<file path="src/design/cpfa_pkg.sv">
// Shared types, constants and codes for the capture period frequency averager.
package cpfa_pkg;

  // Field and register widths.
  localparam int unsigned CAP_W          = 16;
  localparam int unsigned TICK_W         = 24;
  localparam int unsigned AVG_W          = 8;
  localparam int unsigned SUM_W          = 32;
  localparam int unsigned QUOT_W         = 24;
  localparam int unsigned CFG_IDX_W      = 2;
  localparam int unsigned TIMER_BITS_DEF = 16;

  // Register reset values.
  localparam logic [TICK_W-1:0] TICK_RATE_RST = 24'd1000000;
  localparam logic [AVG_W-1:0]  AVG_COUNT_RST = 8'd200;

  // Configuration register indexes.
  localparam logic [CFG_IDX_W-1:0] CFG_TICK_RATE = 2'd0;
  localparam logic [CFG_IDX_W-1:0] CFG_AVG_COUNT = 2'd1;

  // Sequencer states.
  typedef enum logic [1:0] {
    ST_IDLE,
    ST_DIV_FREQ,
    ST_DIV_AVG,
    ST_EMIT
  } cpfa_state_e;

  // Input item: one capture timestamp.
  typedef struct packed {
    logic             channel;
    logic [CAP_W-1:0] capture_time;
    logic             overflow_seen;
  } cpfa_in_t;

  // Result item: one averaged frequency.
  typedef struct packed {
    logic              out_channel;
    logic [TICK_W-1:0] average_frequency;
  } cpfa_out_t;

endpackage

</file>
<file path="src/design/cpfa_div.sv">
// Shared restoring divider: one quotient bit per cycle.
module cpfa_div import cpfa_pkg::*; #(
  parameter int unsigned DIVISOR_W = TIMER_BITS_DEF + 1
) (
  input  logic                 clk_i,
  input  logic                 rst_ni,
  input  logic                 start_i,
  input  logic [QUOT_W-1:0]    dividend_i,
  input  logic [DIVISOR_W-1:0] rem_init_i,
  input  logic [DIVISOR_W-1:0] divisor_i,
  output logic                 busy_o,
  output logic                 done_o,
  output logic [QUOT_W-1:0]    quotient_o
);

  localparam int unsigned CNT_W = $clog2(QUOT_W);
  localparam logic [CNT_W-1:0] LAST_STEP = CNT_W'(QUOT_W - 1);

  logic                 busy_q, busy_d;
  logic                 done_q, done_d;
  logic [CNT_W-1:0]     cnt_q, cnt_d;
  logic [DIVISOR_W-1:0] rem_q, rem_d;
  logic [DIVISOR_W-1:0] dsr_q, dsr_d;
  logic [QUOT_W-1:0]    dvd_q, dvd_d;
  logic [DIVISOR_W:0]   trial;

  // One step: shift the next dividend bit into the remainder and try a subtract.
  assign trial = {rem_q, dvd_q[QUOT_W-1]} - {1'b0, dsr_q};

  always_comb begin
    busy_d = busy_q;
    done_d = 1'b0;
    cnt_d  = cnt_q;
    rem_d  = rem_q;
    dsr_d  = dsr_q;
    dvd_d  = dvd_q;
    if (start_i) begin
      busy_d = 1'b1;
      cnt_d  = '0;
      rem_d  = rem_init_i;
      dsr_d  = divisor_i;
      dvd_d  = dividend_i;
    end else if (busy_q) begin
      if (!trial[DIVISOR_W]) begin
        rem_d = trial[DIVISOR_W-1:0];
        dvd_d = {dvd_q[QUOT_W-2:0], 1'b1};
      end else begin
        rem_d = {rem_q[DIVISOR_W-2:0], dvd_q[QUOT_W-1]};
        dvd_d = {dvd_q[QUOT_W-2:0], 1'b0};
      end
      cnt_d = cnt_q + CNT_W'(1);
      if (cnt_q == LAST_STEP) begin
        busy_d = 1'b0;
        done_d = 1'b1;
      end
    end
  end

  // Control state.
  always_ff @(posedge clk_i or negedge rst_ni) begin
    if (!rst_ni) begin
      busy_q <= 1'b0;
      done_q <= 1'b0;
      cnt_q  <= '0;
    end else begin
      busy_q <= busy_d;
      done_q <= done_d;
      cnt_q  <= cnt_d;
    end
  end

  // Operand and partial result registers.
  always_ff @(posedge clk_i) begin
    rem_q <= rem_d;
    dsr_q <= dsr_d;
    dvd_q <= dvd_d;
  end

  // The dividend register holds the quotient once all steps are done.
  assign busy_o     = busy_q;
  assign done_o     = done_q;
  assign quotient_o = dvd_q;

`ifndef SYNTHESIS
  a_no_start_busy: assert property (@(posedge clk_i) disable iff (!rst_ni)
    !(start_i && busy_q))
    else $error("divider started while busy");
  a_done_after_busy: assert property (@(posedge clk_i) disable iff (!rst_ni)
    done_q |-> $past(busy_q))
    else $error("divider done without a running division");
  a_last_step_done: assert property (@(posedge clk_i) disable iff (!rst_ni)
    (busy_q && !start_i && cnt_q == LAST_STEP) |=> (done_q && !busy_q))
    else $error("divider did not finish after its last step");
`endif

endmodule

</file>
<file path="src/design/capture_period_frequency_averager.sv">
// Two-channel capture frequency meter: sequencer, channel state and output register.
//
// Input items carry a channel, a capture timestamp and a timer overflow flag
// over a valid/ready channel. Captures on one channel alternate between start
// and end. An end capture gives a period; a nonzero period gives a frequency
// tick_rate / period, summed per channel. After avg_count frequencies the
// block sends one result item with the channel and the truncated mean.
// Both divisions run on one shared restoring divider, one quotient bit per
// cycle. A start capture, or an end capture with a zero period, leaves the
// sequencer idle. An end capture that completes no average runs one division;
// one that completes an average runs two and then loads the result into the
// output register once that register is free. in_ready_o is low from any end
// capture with a nonzero period until the sequencer is idle again.
// The result sits in an output register, so a new item is taken while a
// result waits; if the receiver stalls and a second result is ready, the
// sequencer holds in its emit state until the register frees up.
// Configuration writes (tick_rate at index 0, avg_count at index 1) are
// always taken and are meant for idle periods. Reset clears all channel
// state and loads tick_rate = 1000000 and avg_count = 200.
module capture_period_frequency_averager import cpfa_pkg::*; #(
  parameter int unsigned TIMER_BITS = TIMER_BITS_DEF
) (
  input  logic                 clk_i,
  input  logic                 rst_ni,
  input  logic                 in_valid_i,
  output logic                 in_ready_o,
  input  cpfa_in_t             in_data_i,
  output logic                 out_valid_o,
  input  logic                 out_ready_i,
  output cpfa_out_t            out_data_o,
  input  logic                 cfg_valid_i,
  output logic                 cfg_ready_o,
  input  logic [CFG_IDX_W-1:0] cfg_index_i,
  input  logic [TICK_W-1:0]    cfg_data_i
);

  localparam int unsigned PER_W = TIMER_BITS + 1;
  localparam logic [PER_W-1:0] MOD_M = {1'b1, {TIMER_BITS{1'b0}}};

  cpfa_state_e state_q, state_d;

  logic [TICK_W-1:0]     tick_rate_q;
  logic [AVG_W-1:0]      avg_count_q;
  logic [1:0]            waiting_q;
  logic [TIMER_BITS-1:0] start_time_q [2];
  logic [AVG_W-1:0]      sample_cnt_q [2];
  logic [SUM_W-1:0]      freq_sum_q   [2];
  logic                  ch_q;
  logic                  out_valid_q;
  cpfa_out_t             out_data_q;

  logic                  in_accept;
  logic                  in_ch;
  logic [31:0]           cap_ext;
  logic [TIMER_BITS-1:0] cap_t;
  logic [TIMER_BITS-1:0] diff_t;
  logic [PER_W-1:0]      period;
  logic                  period_zero;
  logic                  end_capture;

  logic [SUM_W-1:0]      new_sum;
  logic [AVG_W-1:0]      new_cnt;
  logic [AVG_W-1:0]      need;
  logic                  emit_now;

  logic                  div_start;
  logic                  div_busy;
  logic                  div_done;
  logic [QUOT_W-1:0]     div_quot;
  logic [QUOT_W-1:0]     div_dividend;
  logic [PER_W-1:0]      div_rem_init;
  logic [PER_W-1:0]      div_divisor;
  logic                  out_load;

  assign in_accept   = in_valid_i && in_ready_o;
  assign in_ch       = in_data_i.channel;
  assign end_capture = waiting_q[in_ch];
  assign cfg_ready_o = 1'b1;

  // Period in timer ticks; with overflow it is one timer wrap plus the signed difference.
  assign cap_ext = 32'(in_data_i.capture_time);
  assign cap_t   = cap_ext[TIMER_BITS-1:0];
  assign diff_t  = cap_t - start_time_q[in_ch];
  always_comb begin
    if (in_data_i.overflow_seen) begin
      period = MOD_M + {1'b0, cap_t} - {1'b0, start_time_q[in_ch]};
    end else begin
      period = {1'b0, diff_t};
    end
  end
  assign period_zero = (period == '0);

  // Accumulate the new frequency and check whether an average is due.
  assign new_sum  = freq_sum_q[ch_q] + SUM_W'(div_quot);
  assign new_cnt  = sample_cnt_q[ch_q] + AVG_W'(1);
  assign need     = (avg_count_q == '0) ? AVG_W'(1) : avg_count_q;
  assign emit_now = (new_cnt != '0) && (new_cnt >= need);

  // Divider operands: the frequency division from idle, the mean otherwise.
  // The sum's top byte is below the sample count, so it seeds the remainder.
  always_comb begin
    if (state_q == ST_IDLE) begin
      div_dividend = tick_rate_q;
      div_rem_init = '0;
      div_divisor  = period;
    end else begin
      div_dividend = new_sum[QUOT_W-1:0];
      div_rem_init = PER_W'(new_sum[SUM_W-1:QUOT_W]);
      div_divisor  = PER_W'(new_cnt);
    end
  end

  cpfa_div #(
    .DIVISOR_W (PER_W)
  ) u_div (
    .clk_i      (clk_i),
    .rst_ni     (rst_ni),
    .start_i    (div_start),
    .dividend_i (div_dividend),
    .rem_init_i (div_rem_init),
    .divisor_i  (div_divisor),
    .busy_o     (div_busy),
    .done_o     (div_done),
    .quotient_o (div_quot)
  );

  // Sequencer next state.
  always_comb begin
    state_d = state_q;
    unique case (state_q)
      ST_IDLE: begin
        if (in_accept && end_capture && !period_zero) begin
          state_d = ST_DIV_FREQ;
        end
      end
      ST_DIV_FREQ: begin
        if (div_done) begin
          state_d = emit_now ? ST_DIV_AVG : ST_IDLE;
        end
      end
      ST_DIV_AVG: begin
        if (div_done) begin
          state_d = ST_EMIT;
        end
      end
      ST_EMIT: begin
        if (!out_valid_q || out_ready_i) begin
          state_d = ST_IDLE;
        end
      end
      default: state_d = ST_IDLE;
    endcase
  end

  // Sequencer outputs.
  always_comb begin
    in_ready_o = 1'b0;
    div_start  = 1'b0;
    out_load   = 1'b0;
    unique case (state_q)
      ST_IDLE: begin
        in_ready_o = 1'b1;
        div_start  = in_accept && end_capture && !period_zero;
      end
      ST_DIV_FREQ: begin
        div_start = div_done && emit_now;
      end
      ST_DIV_AVG: begin
      end
      ST_EMIT: begin
        out_load = !out_valid_q || out_ready_i;
      end
      default: begin
      end
    endcase
  end

  // Sequencer state, configuration and per-channel state.
  always_ff @(posedge clk_i or negedge rst_ni) begin
    if (!rst_ni) begin
      state_q     <= ST_IDLE;
      tick_rate_q <= TICK_RATE_RST;
      avg_count_q <= AVG_COUNT_RST;
      waiting_q   <= '0;
      for (int c = 0; c < 2; c++) begin
        start_time_q[c] <= '0;
        sample_cnt_q[c] <= '0;
        freq_sum_q[c]   <= '0;
      end
    end else begin
      state_q <= state_d;
      if (cfg_valid_i) begin
        unique case (cfg_index_i)
          CFG_TICK_RATE: tick_rate_q <= cfg_data_i;
          CFG_AVG_COUNT: avg_count_q <= cfg_data_i[AVG_W-1:0];
          default: begin
          end
        endcase
      end
      if (in_accept) begin
        if (!end_capture) begin
          start_time_q[in_ch] <= cap_t;
          waiting_q[in_ch]    <= 1'b1;
        end else begin
          waiting_q[in_ch] <= 1'b0;
        end
      end
      if (state_q == ST_DIV_FREQ && div_done) begin
        if (emit_now) begin
          freq_sum_q[ch_q]   <= '0;
          sample_cnt_q[ch_q] <= '0;
        end else begin
          freq_sum_q[ch_q]   <= new_sum;
          sample_cnt_q[ch_q] <= new_cnt;
        end
      end
    end
  end

  // Channel of the item in flight.
  always_ff @(posedge clk_i) begin
    if (in_accept) begin
      ch_q <= in_ch;
    end
  end

  // Output register.
  always_ff @(posedge clk_i or negedge rst_ni) begin
    if (!rst_ni) begin
      out_valid_q <= 1'b0;
    end else if (out_load) begin
      out_valid_q <= 1'b1;
    end else if (out_ready_i) begin
      out_valid_q <= 1'b0;
    end
  end

  always_ff @(posedge clk_i) begin
    if (out_load) begin
      out_data_q.out_channel       <= ch_q;
      out_data_q.average_frequency <= div_quot;
    end
  end

  assign out_valid_o = out_valid_q;
  assign out_data_o  = out_data_q;

`ifndef SYNTHESIS
  a_done_in_div_state: assert property (@(posedge clk_i) disable iff (!rst_ni)
    div_done |-> (state_q == ST_DIV_FREQ || state_q == ST_DIV_AVG))
    else $error("divider result arrived outside a division state");
  a_load_free_slot: assert property (@(posedge clk_i) disable iff (!rst_ni)
    out_load |-> (!out_valid_q || out_ready_i))
    else $error("output register overwritten while a result waits");
  a_end_clears_wait: assert property (@(posedge clk_i) disable iff (!rst_ni)
    (in_accept && end_capture) |=> !waiting_q[$past(in_ch)])
    else $error("end capture left its channel waiting");
  a_div_idle_on_emit: assert property (@(posedge clk_i) disable iff (!rst_ni)
    (state_q == ST_EMIT || state_q == ST_IDLE) |-> !div_busy)
    else $error("divider running while sequencer not dividing");
`endif

endmodule

</file>
<file path="config.mk">
export PLATFORM = sky130hd
export DESIGN_NAME = capture_period_frequency_averager
export DESIGN_NICKNAME = d
export VERILOG_FILES = /design/src/design/cpfa_pkg.sv /design/src/design/cpfa_div.sv /design/src/design/capture_period_frequency_averager.sv
export SDC_FILE = /design/constraint.sdc
export NUM_CORES = 1
export LEC_CHECK = 0
export BUFFER_PORTS_ARGS = -buffer_cell sky130_fd_sc_hd__buf_2
export CORE_MARGIN = 2
export CORE_UTILIZATION = 50
export CTS_BUF_LIST = sky130_fd_sc_hd__clkbuf_4 sky130_fd_sc_hd__clkbuf_8
export CTS_CLUSTER_DIAMETER = 150
export DETAILED_ROUTE_END_ITERATION = 12
export GPL_TIMING_DRIVEN = 0
export PLACE_DENSITY = 0.67
export SKIP_CTS_REPAIR_TIMING = 1
export SYNTH_ARGS = -nofsm -noshare
export SYNTH_HDL_FRONTEND = slang
export SYNTH_SLANG_ARGS = --single-unit
</file>
<file path="constraint.sdc">
create_clock -name clk_i -period 14.19 [get_ports clk_i]
set_input_delay 2.1285 -clock clk_i [delete_from_list [all_inputs] [get_ports clk_i]]
set_output_delay 2.1285 -clock clk_i [all_outputs]
set_load 0.005 [all_outputs]
</file>
======== After elaboration in Yosys (flattened, before gate mapping) ========
Index checks and enable logic that the tools add are counted.
word-level totals
  output and inout bits ................... 28
  word-level logic and storage cells ...... 132
  register bits ........................... 240
cells by class
  reductions and logical operators ........ 23
  magnitude comparators ................... 7
  add/sub/neg operators ................... 7
  bitwise operators ....................... 10
  eq/ne operators ......................... 9
  mux-type cells .......................... 55
operators with widths
  operator                  number
  $mux W32                  4
  $mux W16                  5
  $mux W24                  3
  $mux W17                  4
  $and A64 B64 Y64          1
  $bwmux W64                1
  $mux W64                  1
  $not A64 Y64              1
  $mux W8                   7
  $add A32 B24 Y32          1
  $bwmux W32                1
  $demux W32 S1             1
  $sub A18 B17 Y18          1
  $add A17 B16 Y17 const A  1
  $logic_not A17 Y1         1
  $sub A17 B16 Y17          1
  $and A16 B16 Y16          1
  $bwmux W16                1
  $demux W16 S1             1
  $not A16 Y16              1
  $sub A16 B16 Y16          1
  $mux W1                   14
  $mux W2                   6
  $mux W5                   2
  other kinds (30)          50

======== Longest topological paths before layout ========
  depth after elaboration ................. 11
  depth in mapped cells ................... 21
  depth with buffers taken out ............ 14

======== Hierarchy ========
From an unflattened synthesis, not the netlist that was laid out.
second synthesis, totals
  cell total of the unflattened synthesis .. 1389
  area, all modules ....................... 14237.4 sq um
modules (own cells, without submodules)
  module                             cells an instance  area each (sq um)  times used  seq. area each (sq um)
  capture_period_frequency_averager  1035               10337.4            1           4521.8
  cpfa_div                           354                3900.0             1           1916.8

======== Least setup slack after synthesis ========
No wires, ideal clock.
  kind .................................... in2reg
  from .................................... in in_data_i[17] (netlist name)
  to ...................................... reg u_div.dvd_q[0] (netlist: u_div.quotient_o[0]), enable pin
  stages .................................. 13
  slack ................................... 7.598 ns
  arrival ................................. 6.192 ns
  path through ............................ clkbuf_1 -> buf_1 -> mux2i_1 -> ha_1 -> and4_1 -> a311o_1 -> and3_1 -> nor3_1 -> a211oi_1 -> and4_1 -> a31oi_4 -> buf_6 -> or2_1
between the ends
  cells in the longest elaborated chain, start to end .. 11
ends and longest elaborated chain
  what                                                         RTL line                                                                          RTL
  start: declaration                                           capture_period_frequency_averager.sv:27                                           input cpfa_in_t in_data_i,
  $not A1 Y2 (not written as such)                             capture_period_frequency_averager.sv:83, capture_period_frequency_averager.sv:86
  $mux W16 (not written as such) (3 in a row)                  capture_period_frequency_averager.sv:83, capture_period_frequency_averager.sv:86
  $sub A17 B16 Y17 / $sub A16 B16 Y16 (equally long branches)  capture_period_frequency_averager.sv:86, capture_period_frequency_averager.sv:83
  $mux W17                                                     capture_period_frequency_averager.sv:85                                           if (in_data_i.overflow_seen) begin
  $logic_not A17 Y1                                            capture_period_frequency_averager.sv:91                                           assign period_zero = (period == '0);
  $logic_not A1 Y1                                             capture_period_frequency_averager.sv:163                                          div_start = in_accept && end_capture && !period_zero;
  $logic_and A1 B1 Y1 (*)                                      capture_period_frequency_averager.sv:163
  $pmux W1 S2 (*)                                              capture_period_frequency_averager.sv:160                                          unique case (state_q)
  $reduce_bool A2 Y1 (no source line) (*)                      --
  end signal: assignment                                       cpfa_div.sv:76                                                                    dvd_q <= dvd_d;
  end: declaration                                             cpfa_div.sv:24                                                                    logic [QUOT_W-1:0] dvd_q, dvd_d;
Every way passes the cells marked *; elsewhere a longest branch is shown, timed or not. The select of a mux whose other input is x is not followed.
A chain may end at the register's enable or synchronous reset.

======== Worst setup path in the final report ========
  from .................................... in in_data_i[17] (netlist name)
  to ...................................... reg u_div.dvd_q[12] (netlist: u_div.quotient_o[12]), enable pin
Same word-level chain as after synthesis.

==> summary.md <==
| Metric | Value |
|---|---|
| Largest net degree at the start of global routing | `121` |
| Clk root buf | `clkbuf_8` |
| Placed insts | `between 1,500 and 2,000` |
| Largest fanout on the critical path | `22` |
| Distinct cell type count after synthesis | `79` |
| Synth-to-layout area growth | `13.5%` |
| Most frequent cell after synthesis | `nand2_1` |
| Die H | `171 um` |
| Non-filler cells, final | `approximately 1,800` |
| CP Capture Type | `flop` |
| Starting Density | `0.505` |
| RSZ-0062 raised after global routing | `false` |
| Mapped Cells | `approximately 1,300` |
| Critical Path Start Type | `primary input` |
| Worst Hold Class | `flop to flop` |
| Via Count | `between 10,000 and 15,000` |
| Max Cap Viol | `0` |
| Peak supply drop | `0.0953 mV` |
| Fin area | `about 16,000 um^2` |
| Synth top area cells | `dfrtp_1 (26%), edfxtp_1 (18%), mux2_2 (8.2%)` |
| Vias in the first global route | `10,100` |
| Share of layout cells above drive strength 1 | `0.228` |
| Final worst-path cycle share | `0.488` |
| Via density | `5.58` |
| Sequential cell area | `6440 um^2` |
| Routed wire length | `33,100 um` |
| TritonCTS clock tree | `built` |
| Synth top area share | `0.263` |
| Total Neg Setup Slack | `0 ps` |
| Number of synthesized register bits | `240` |
| Antenna diode count | `0` |
| Multi-input gate area | `7030 um^2` |
| Die area | `between 20,000 and 30,000 um^2` |
| Placed wire-length estimate | `24,000 um` |
| Seq/Total Area, Yosys | `0.463` |
| Placed cell area | `around 15,000 um^2` |
| Power density cells | `222 nW/um^2` |
| Overall routing resource usage | `0.231` |
| First-pass GRT wire length | `53,300 um` |
| Synth Flop Type | `dfrtp_1` |
| Setup Skew | `roughly 32 ps` |
| WP data required | `14,480 ps` |
| Final setup viols | `0` |
| Fillers | `2,345` |
| Commonest cells in the netlist | `nand2_1 (147), dfrtp_1 (146), o21ai_0 (105)` |
| WL/cell | `~18 um` |
| CP Class | `primary input to flop` |
| Mean Syn Cell Area | `10.8 um^2` |
| Slew HR | `0.217` |
| CTS buffer count | `43` |
| EDFF count, synth | `84` |
| Syn. warnings | `0` |
| Initial antenna violation count | `0` |
| 1st-pass router iterations | `5` |
| GRT Residual Overflow | `0` |
| Die Wd | `between 150 and 200 um` |
| Io pins | `77` |
| Number of port buffers | `75` |
| Core region area | `27,600 um^2` |
| Netlist Area Pre-Place | `13,900 um^2` |
| CTS sink cnt | `240` |
| Post-synth ARST share | `0.650` |
| Final Core Density | `0.573` |
| Row cnt | `61` |
| Largest area contributor in the synthesized netlist | `dfrtp_1` |
| H-tree Lvls | `2` |
| CTS clk-pin slew, worst paths | `roughly 60 ps` |
| Pleak | `7.09 nW` |
| Max clock buf depth | `3` |
| Final #Nets | `1,535` |
| Final hold violation count | `0` |
| Post-route DRC violation count | `0` |
| Worst Max-Slew Pin Slew | `1170 ps` |
| Clock Latency Late Sink | `560 ps` |
| RD Place Congestion | `0.831` |
| Final ANT Viol Nets | `0` |
| Outcome | `complete, no violations` |
| Syn Nets | `1,412` |
| Min Tclk post-route | `6920 ps` |
| Highest Clock Rate | `0.145 GHz` |
| Arr. time, crit path | `approximately 7200 ps` |
| DR iter-0 viols | `741` |
| Max-slew violations | `0` |
-- logic make-up after synthesis --
group / after synthesis / share of synthesized area
other: 1 / 0.000270
AO/OA/AOI/OAI: 308 / 0.142
XOR/XNOR: 63 / 0.0402
buffers and inverters: 105 / 0.0322
adder cells (fa/ha/maj): 77 / 0.0709
flip-flops: 240 / 0.463
AND/OR/NAND/NOR: 325 / 0.114
multiplexers: 167 / 0.138
-- critical path, cell delays in order --
cell      delay, ps
buf_2           110
clkbuf_1        520
buf_1           620
mux2i_1         270
fa_1            480
nand3_1         120
nand2_2          90
a31o_1          250
xor2_1          170
or4_1           530
nor4_1          300
and4_1          370
a31oi_4         190
buf_6           230
or2_2           540
buf_12          270
-- registers in the layout, summed over array words and instances, names as in the netlist, 8 cells and up, named ones only --
name,flops
freq_sum_q,64
start_time_q,32
out_data_o,25
tick_rate_q,24
u_div.quotient_o,24
u_div.dsr_q,17
u_div.rem_q,17
sample_cnt_q,16
avg_count_q,8
-- per-stage QoR --
| stage | hold WS, ps | power, mW | setup WS (ps) |
|---|---|---|---|
| 6_report | 475 | 3.50 | 7270 |
| 5_1_grt | 494 | 3.76 | 7000 |
| 3_5_place_dp | 464 | 2.80 | 6620 |
| 3_3_place_gp | 455 | 2.75 | 6000 |
| 2_1_floorplan | 440 | 2.39 | 7600 |
| 4_1_cts | 477 | 3.51 | 7190 |
-- power by group --
group,internal [mW],leakage [nW],switching (mW)
sequential,1.01,2.84,0.131
combinational,0.736,3.75,0.928
clock,0.399,0.500,0.293
-- metal layers --
metal	track usage	up-vias	wire, um
met5	0	-	0
met4	0.0591	0	626
met1	0.346	4919	16100
li1	-	4923	-
met3	0.0326	41	1740
met2	0.353	273	14600
-- worst paths after layout --
kind / start / end / slack, ps / cells after the start
hold / removal: freq_sum_q[62]$_DFFE_PN0P_ / freq_sum_q[62]$_DFFE_PN0P_ / 480 / 1
max in group asynchronous: rst_ni / freq_sum_q[5]$_DFFE_PN0P_ / 11830 / 2
min in group asynchronous: rst_ni / start_time_q[12]$_DFFE_PN0P_ / 1450 / 1
setup / recovery: in_data_i[17] / u_div.quotient_o[12]$_DFFE_PP_ / 7270 / 16
hold reg to reg: freq_sum_q[62]$_DFFE_PN0P_ / freq_sum_q[62]$_DFFE_PN0P_ / 480 / 1
setup reg to reg: ch_q$_DFFE_PP_ / u_div.quotient_o[12]$_DFFE_PP_ / 7730 / 21
-- layout make-up --
cell class	instances	share of cell area
buffer	55	0.0165
clock buffer	68	0.0537
clock inverter	11	0.00547
inverter	50	0.0119
multi-input combinational	941	0.445
sequential	240	0.408
tap	378	0.0300
timing repair buffer	78	0.0292
-- cells in the final DEF, fill, tap and decap left out, types with 7 or more instances in the layout --
cell type / n
a21oi_1: 66
buf_2: 80
inv_1: 50
nor3_1: 11
dfstp_2: 10
clkbuf_8: 54
nand2b_1: 22
mux2_2: 101
a21o_1: 24
o21bai_1: 9
dfrtp_1: 146
o22ai_1: 8
or3_1: 10
and2_1: 12
clkbuf_1: 37
nand3_1: 20
and4_1: 7
edfxtp_1: 84
mux2_4: 23
xnor2_1: 39
clkbuf_4: 14
nor4_1: 8
o21ai_0: 105
nor2_1: 46
mux2i_1: 43
a211oi_1: 13
or2_2: 9
and3_1: 7
o31ai_1: 25
nand2_1: 147
xor2_1: 23
ha_1: 74
Power figures use the tool's default switching activity.
